<file path="config.mk">
export PLATFORM = sky130hd
export DESIGN_NAME = bilinear_warp_blend_dither_top
export DESIGN_NICKNAME = d
export VERILOG_FILES = /design/src/hdl/bwbd_pkg.sv /design/src/hdl/bilinear_warp_blend_dither_top.sv
export SDC_FILE = /design/constraint.sdc
export NUM_CORES = 2
export LEC_CHECK = 0
export CAP_MARGIN = 5
export CORE_MARGIN = 2
export CORE_UTILIZATION = 60
export CTS_BUF_LIST = sky130_fd_sc_hd__clkbuf_8
export DETAILED_ROUTE_END_ITERATION = 8
export DONT_BUFFER_PORTS = 1
export PLACE_DENSITY = 0.85
export REMOVE_ABC_BUFFERS = 1
export SKIP_LAST_GASP = 1
export SYNTH_ARGS = -nofsm -noshare
export SYNTH_HDL_FRONTEND = slang
export SYNTH_SLANG_ARGS = --single-unit
</file>
<file path="constraint.sdc">
create_clock -name clock -period 13.35 [get_ports clock]
set_clock_uncertainty 0.2 [all_clocks]
set_input_delay 2.0025 -clock clock [delete_from_list [all_inputs] [get_ports clock]]
set_output_delay 2.0025 -clock clock [all_outputs]
set_load 0.02 [all_outputs]
</file>
<file path="src/hdl/bwbd_pkg.sv">
// ----------------------------------------------------------------------------
// bwbd_pkg
// Widths, payload types and the per-channel blend function of the block.
// ----------------------------------------------------------------------------
package bwbd_pkg;

   localparam int CHAN_W  = 8;
   localparam int PIX_W   = 3 * CHAN_W;
   localparam int SUM_W   = 2 * CHAN_W;
   localparam int NUM_TAP = 4;

   typedef logic [NUM_TAP-1:0][PIX_W-1:0]  pix_quad_type;
   typedef logic [NUM_TAP-1:0][CHAN_W-1:0] byte_quad_type;

   // Weighted sum of one channel of the four taps plus the carried error,
   // wrapped to the sum width.
   function automatic logic [SUM_W-1:0] blend_sum(input byte_quad_type chan,
                                                  input byte_quad_type wgt,
                                                  input logic [CHAN_W-1:0] err);
      logic [SUM_W-1:0] acc;
      acc = {{(SUM_W-CHAN_W){1'b0}}, err};
      for (int i = 0; i < NUM_TAP; i++) begin
         acc = acc + (SUM_W'(chan[i]) * SUM_W'(wgt[i]));
      end
      return acc;
   endfunction

endpackage

</file>
<file path="src/hdl/bilinear_warp_blend_dither_top.sv">
// ----------------------------------------------------------------------------
// bilinear_warp_blend_dither_top
// Four-tap bilinear pixel blend with per-channel error diffusion.
// ----------------------------------------------------------------------------
// Usage:
//   The request channel carries four neighboring 24-bit pixels (blue 7:0,
//   green 15:8, red 23:16), four 8-bit weights in 1/256 units and a
//   frame start flag. The response channel returns one blended pixel as
//   blue, green and red bytes for every request, in order.
//   Each channel keeps an 8-bit carried error: the low byte of the last
//   wrapped sum is added into the next pixel's sum. Frame start makes the
//   pixel use zero errors; its own errors are kept for the next pixel.
//   A request transfer loads the input register; the blend logic then
//   feeds the result register, whose valid flag drives the response.
//   Throughput is one pixel per cycle unless the receiver stalls;
//   the error feedback loop closes within the single blend stage.
//   When the receiver stalls, the result register holds, the input
//   register still takes one more request, and then req_ready drops.
//   Reset clears both valid flags and all carried errors.
// ----------------------------------------------------------------------------
module bilinear_warp_blend_dither_top (
   input  logic                       clock,
   input  logic                       reset,
   input  logic                       req_valid,
   output logic                       req_ready,
   input  logic [bwbd_pkg::PIX_W-1:0] req_pixel_top_left,
   input  logic [bwbd_pkg::PIX_W-1:0] req_pixel_top_right,
   input  logic [bwbd_pkg::PIX_W-1:0] req_pixel_bottom_left,
   input  logic [bwbd_pkg::PIX_W-1:0] req_pixel_bottom_right,
   input  logic [bwbd_pkg::CHAN_W-1:0] req_weight_top_left,
   input  logic [bwbd_pkg::CHAN_W-1:0] req_weight_top_right,
   input  logic [bwbd_pkg::CHAN_W-1:0] req_weight_bottom_left,
   input  logic [bwbd_pkg::CHAN_W-1:0] req_weight_bottom_right,
   input  logic                       req_frame_start,
   output logic                       rsp_valid,
   input  logic                       rsp_ready,
   output logic [bwbd_pkg::CHAN_W-1:0] rsp_blue_out,
   output logic [bwbd_pkg::CHAN_W-1:0] rsp_green_out,
   output logic [bwbd_pkg::CHAN_W-1:0] rsp_red_out
);
   import bwbd_pkg::*;

   logic          in_valid_ff;
   pix_quad_type  pix_ff;
   byte_quad_type wgt_ff;
   logic          frame_start_ff;

   logic              rsp_valid_ff;
   logic [CHAN_W-1:0] blue_ff, green_ff, red_ff;
   logic [CHAN_W-1:0] blue_err_ff, green_err_ff, red_err_ff;

   logic              advance;
   logic              take_req;
   logic              rsp_valid_in;
   logic              in_valid_in;
   byte_quad_type     blue_chan, green_chan, red_chan;
   logic [CHAN_W-1:0] blue_err_use, green_err_use, red_err_use;
   logic [SUM_W-1:0]  blue_sum, green_sum, red_sum;

   // The result register can load whenever it is empty or being drained.
   assign advance   = !rsp_valid_ff || rsp_ready;
   assign req_ready = !in_valid_ff || advance;
   assign take_req  = req_valid && req_ready;

   always_comb begin
      for (int i = 0; i < NUM_TAP; i++) begin
         blue_chan[i]  = pix_ff[i][CHAN_W-1:0];
         green_chan[i] = pix_ff[i][2*CHAN_W-1:CHAN_W];
         red_chan[i]   = pix_ff[i][3*CHAN_W-1:2*CHAN_W];
      end
      blue_err_use  = frame_start_ff ? '0 : blue_err_ff;
      green_err_use = frame_start_ff ? '0 : green_err_ff;
      red_err_use   = frame_start_ff ? '0 : red_err_ff;
      blue_sum  = blend_sum(blue_chan, wgt_ff, blue_err_use);
      green_sum = blend_sum(green_chan, wgt_ff, green_err_use);
      red_sum   = blend_sum(red_chan, wgt_ff, red_err_use);
   end

   always_comb begin
      in_valid_in  = take_req ? 1'b1 : (advance ? 1'b0 : in_valid_ff);
      rsp_valid_in = advance ? in_valid_ff : rsp_valid_ff;
   end

   always_ff @(posedge clock) begin
      if (reset) begin
         in_valid_ff  <= 1'b0;
         rsp_valid_ff <= 1'b0;
         blue_err_ff  <= '0;
         green_err_ff <= '0;
         red_err_ff   <= '0;
      end else begin
         in_valid_ff  <= in_valid_in;
         rsp_valid_ff <= rsp_valid_in;
         // Errors move only when a pixel passes into the result register.
         if (advance && in_valid_ff) begin
            blue_err_ff  <= blue_sum[CHAN_W-1:0];
            green_err_ff <= green_sum[CHAN_W-1:0];
            red_err_ff   <= red_sum[CHAN_W-1:0];
         end
      end
   end

   always_ff @(posedge clock) begin
      if (take_req) begin
         pix_ff[0]      <= req_pixel_top_left;
         pix_ff[1]      <= req_pixel_top_right;
         pix_ff[2]      <= req_pixel_bottom_left;
         pix_ff[3]      <= req_pixel_bottom_right;
         wgt_ff[0]      <= req_weight_top_left;
         wgt_ff[1]      <= req_weight_top_right;
         wgt_ff[2]      <= req_weight_bottom_left;
         wgt_ff[3]      <= req_weight_bottom_right;
         frame_start_ff <= req_frame_start;
      end
      if (advance && in_valid_ff) begin
         blue_ff  <= blue_sum[SUM_W-1:CHAN_W];
         green_ff <= green_sum[SUM_W-1:CHAN_W];
         red_ff   <= red_sum[SUM_W-1:CHAN_W];
      end
   end

   assign rsp_valid     = rsp_valid_ff;
   assign rsp_blue_out  = blue_ff;
   assign rsp_green_out = green_ff;
   assign rsp_red_out   = red_ff;

endmodule

</file>
==> flow_summary.json <==
{
  "cts_sinks": 179,
  "worst_pin_slew_ns": 1.201,
  "cp.required_ns": 13.50,
  "rsz0062_at_grt": "no",
  "path_clk_slew_ns": 0.12,
  "crit_type": "reg2reg",
  "post_cts_resized": 0,
  "status": "complete, no violations",
  "post_cts_buffers": 0,
  "ant_nets": 0,
  "die_w_um": 237.7,
  "slew_headroom_pct": 19.94,
  "die_h_um": 237.7,
  "holdCritStartpoint": "green_err_ff[7]$_SDFFE_PP0P_",
  "cap_viol_max_count": 0,
  "end_kind": "flip-flop",
  "ys_seq_area_share_pct": 15.61,
  "seqCellArea_mm2": 0.005115,
  "path_cells": "nand2_1 > fa_1 > fa_1 > fa_1 > fa_1 > inv_1 > fa_1 > fa_1 > fa_1 > inv_1 > fa_1 > inv_1 > ha_1 > o21ai_1 > a21oi_2 > a2111oi_4 > o31ai_2 > o41a_1 > xnor2_1",
  "initial_core_util_pct": 60.76,
  "wl_per_cell_um": 18.34,
  "hold_depth": 2,
  "drt_pass1_iterations": 5,
  "r2r-end": "rsp_red_out[7]$_DFFE_PP_",
  "drtIter0Drc": 1192,
  "crit_buf_inv": 3,
  "grt-ovfl-total": 0,
  "dpl_cell_area_mm2": 0.03349,
  "synthArstFlopShare_pct": 0,
  "grt_pass1_wl_um": 120400,
  "post-place-cells": 3913,
  "row_count": 85,
  "multiInputGateArea_mm2": 0.02382,
  "final_common_cell": "inv_1",
  "drive_above_1_share_pct": 1.878,
  "slowest_delay_ns": 1.17,
  "critPathLaunchType": "flip-flop",
  "vias": 21180,
  "setup_viol": 0,
  "dieArea_mm2": 0.05649,
  "antenna_found_initial": 10,
  "ys_warn_count": 0,
  "fin_cells": 3955,
  "cpMaxStageDelayCell": "edfxtp_1",
  "synth_compound_area_share_pct": 1.913,
  "r2r_cells": 19,
  "fin_nets": 4398,
  "synth_edf_count": 153,
  "cts_made_buffers": 17,
  "drt-total-wl_um": 72530,
  "reg2reg_from": "wgt_ff[19]$_DFFE_PP_",
  "path_max_fanout": 24,
  "grt_max_degree": 71,
  "crit_top_cell": "fa_1",
  "synth_seq_cells": 179,
  "stdcell_area_mm2": 0.03398,
  "synth_xor_area_share_pct": 1.577,
  "r2r_slack_ns": 5.75,
  "setup_tns_ns": 0,
  "cp.arrival_ns": 7.75,
  "synthDistinctLibCells": 43,
  "layout_common_cells": "inv_1 (944), fa_1 (678), and2_1 (493)",
  "drc": 0,
  "period_minus_slack_ns": 7.600,
  "syn_to_final_growth_pct": 3.712,
  "hold_buffers": 0,
  "htreeDepth": 4,
  "avgSynthCellArea_um2": 10.01,
  "path_delay_family": "adder cells",
  "netlist_instances": 3273,
  "cts-root-buf": "clkbuf_8",
  "synthFlopType": "edfxtp_1",
  "drv_slew": 0,
  "clock_path_buffers": 2,
  "synth_mux_area_share_pct": 0,
  "hold_viol": 0,
  "hpwl_um": 58470,
  "fillers": 4187,
  "yosys.area_share.simple_pct": 14.39,
  "period_share_pct": 56.93,
  "grt_pass1_vias": 23530,
  "cts_tree": "done",
  "port_buffers": 0,
  "gp_congestion": 0.9254,
  "grt_use_total_pct": 28.02,
  "hold_path.class": "reg2reg",
  "syn_area_mm2": 0.03276,
  "coreArea_mm2": 0.05392,
  "ioPinCount": 159,
  "synth_top_family_by_area": "adder cells",
  "clk_latency_ns": 0.62,
  "max_freq_mhz": 131.6,
  "yosys.area_share.adder_pct": 54.84,
  "via_per_inst": 5.356,
  "min_to": "green_err_ff[7]$_SDFFE_PP0P_"
}
==> worst max path at each step <==
stage | startpoint | end | slack [ns] | cells past startpoint
2_1_floorplan | frame_start_ff$_DFFE_PP_ | rsp_red_out[7]$_DFFE_PP_ | 6.49 | 22
3_3_place_gp | wgt_ff[9]$_DFFE_PP_ | rsp_red_out[7]$_DFFE_PP_ | 6.05 | 20
3_5_place_dp | wgt_ff[19]$_DFFE_PP_ | rsp_red_out[7]$_DFFE_PP_ | 5.85 | 19
4_1_cts | wgt_ff[19]$_DFFE_PP_ | rsp_red_out[7]$_DFFE_PP_ | 5.80 | 19
5_1_grt | wgt_ff[19]$_DFFE_PP_ | rsp_green_out[4]$_DFFE_PP_ | 5.50 | 18
6_report | wgt_ff[19]$_DFFE_PP_ | rsp_red_out[7]$_DFFE_PP_ | 5.75 | 19
==> synth_stat cells (all sizes together) (7+ instances only) <==
cell type / count / share of area [%]
nand2b: 11 / 0.22
nand2: 319 / 3.7
clkbuf: 74 / 0.85
ha: 351 / 13
a21oi: 39 / 0.62
dfxtp: 26 / 1.6
nor2: 32 / 0.37
inv: 945 / 11
o21ai: 11 / 0.17
a211oi: 7 / 0.16
xnor2: 53 / 1.4
edfxtp: 153 / 14
fa: 678 / 41
nor2b: 24 / 0.46
a21o: 11 / 0.25
and2: 494 / 9.4
==> routing by layer <==
| layer | GRT usage, % | up-vias | part of all wire [%] |
|---|---|---|---|
| li1 | - | 9421 | - |
| met1 | 35.39 | 10870 | 40 |
| met2 | 47.62 | 728 | 49 |
| met3 | 5.597 | 163 | 7.0 |
| met4 | 11.09 | 6 | 4.1 |
| met5 | 0 | - | 0.055 |
==> tightest hold or removal path, cell delays in order, from the launching register on <==
cell and delay [ns]:
dfxtp_1 0.33, nand2_1 0.05, a21oi_1 0.05
==> state kept, by name, summed over array words and instances (netlist names) <==
signal and count:
red_err_ff 8, green_chan 32, rsp_blue_out 8, pix_ff 32
blue_chan 32, frame_start_ff 1, rsp_valid 1, green_err_ff 8
blue_err_ff 8, rsp_green_out 8, rsp_red_out 8, in_valid_ff 1
wgt_ff 32
==> cell type report <==
| cell class | instances | area share (%) |
|---|---|---|
| Clock inverter | 15 | 0.6665 |
| Sequential cell | 179 | 15.05 |
| Inverter | 945 | 10.44 |
| Timing Repair Buffer | 18 | 0.3977 |
| Multi-Input combinational cell | 2075 | 70.12 |
| Antenna cell | 10 | 0.07365 |
| Tap cell | 696 | 2.563 |
| Clock buffer | 17 | 0.6886 |
==> kinds of logic after synthesis <==
logic type / count (synthesis)
AOI/OAI and AO/OA: 93
xor gates and xnor gates: 59
adders and majority gates: 1029
buffers and inverters: 1019
DFF: 179
and+or+nand+nor: 894
==> per-stage QoR <==
step	hold slack, ns	setup slack [ns]	utilization, %
global placement	0.2286	6.046	62.11
finish	0.2567	5.750	63.01
CTS	0.2548	5.804	62.97
floorplan	0.2212	6.491	-
global route	0.2695	5.497	62.97
detailed placement	0.2375	5.853	62.11
Power is left out: the tool's default activity adds up to more than one toggle a clock period on the data nets, which glitch-free logic cannot reach.
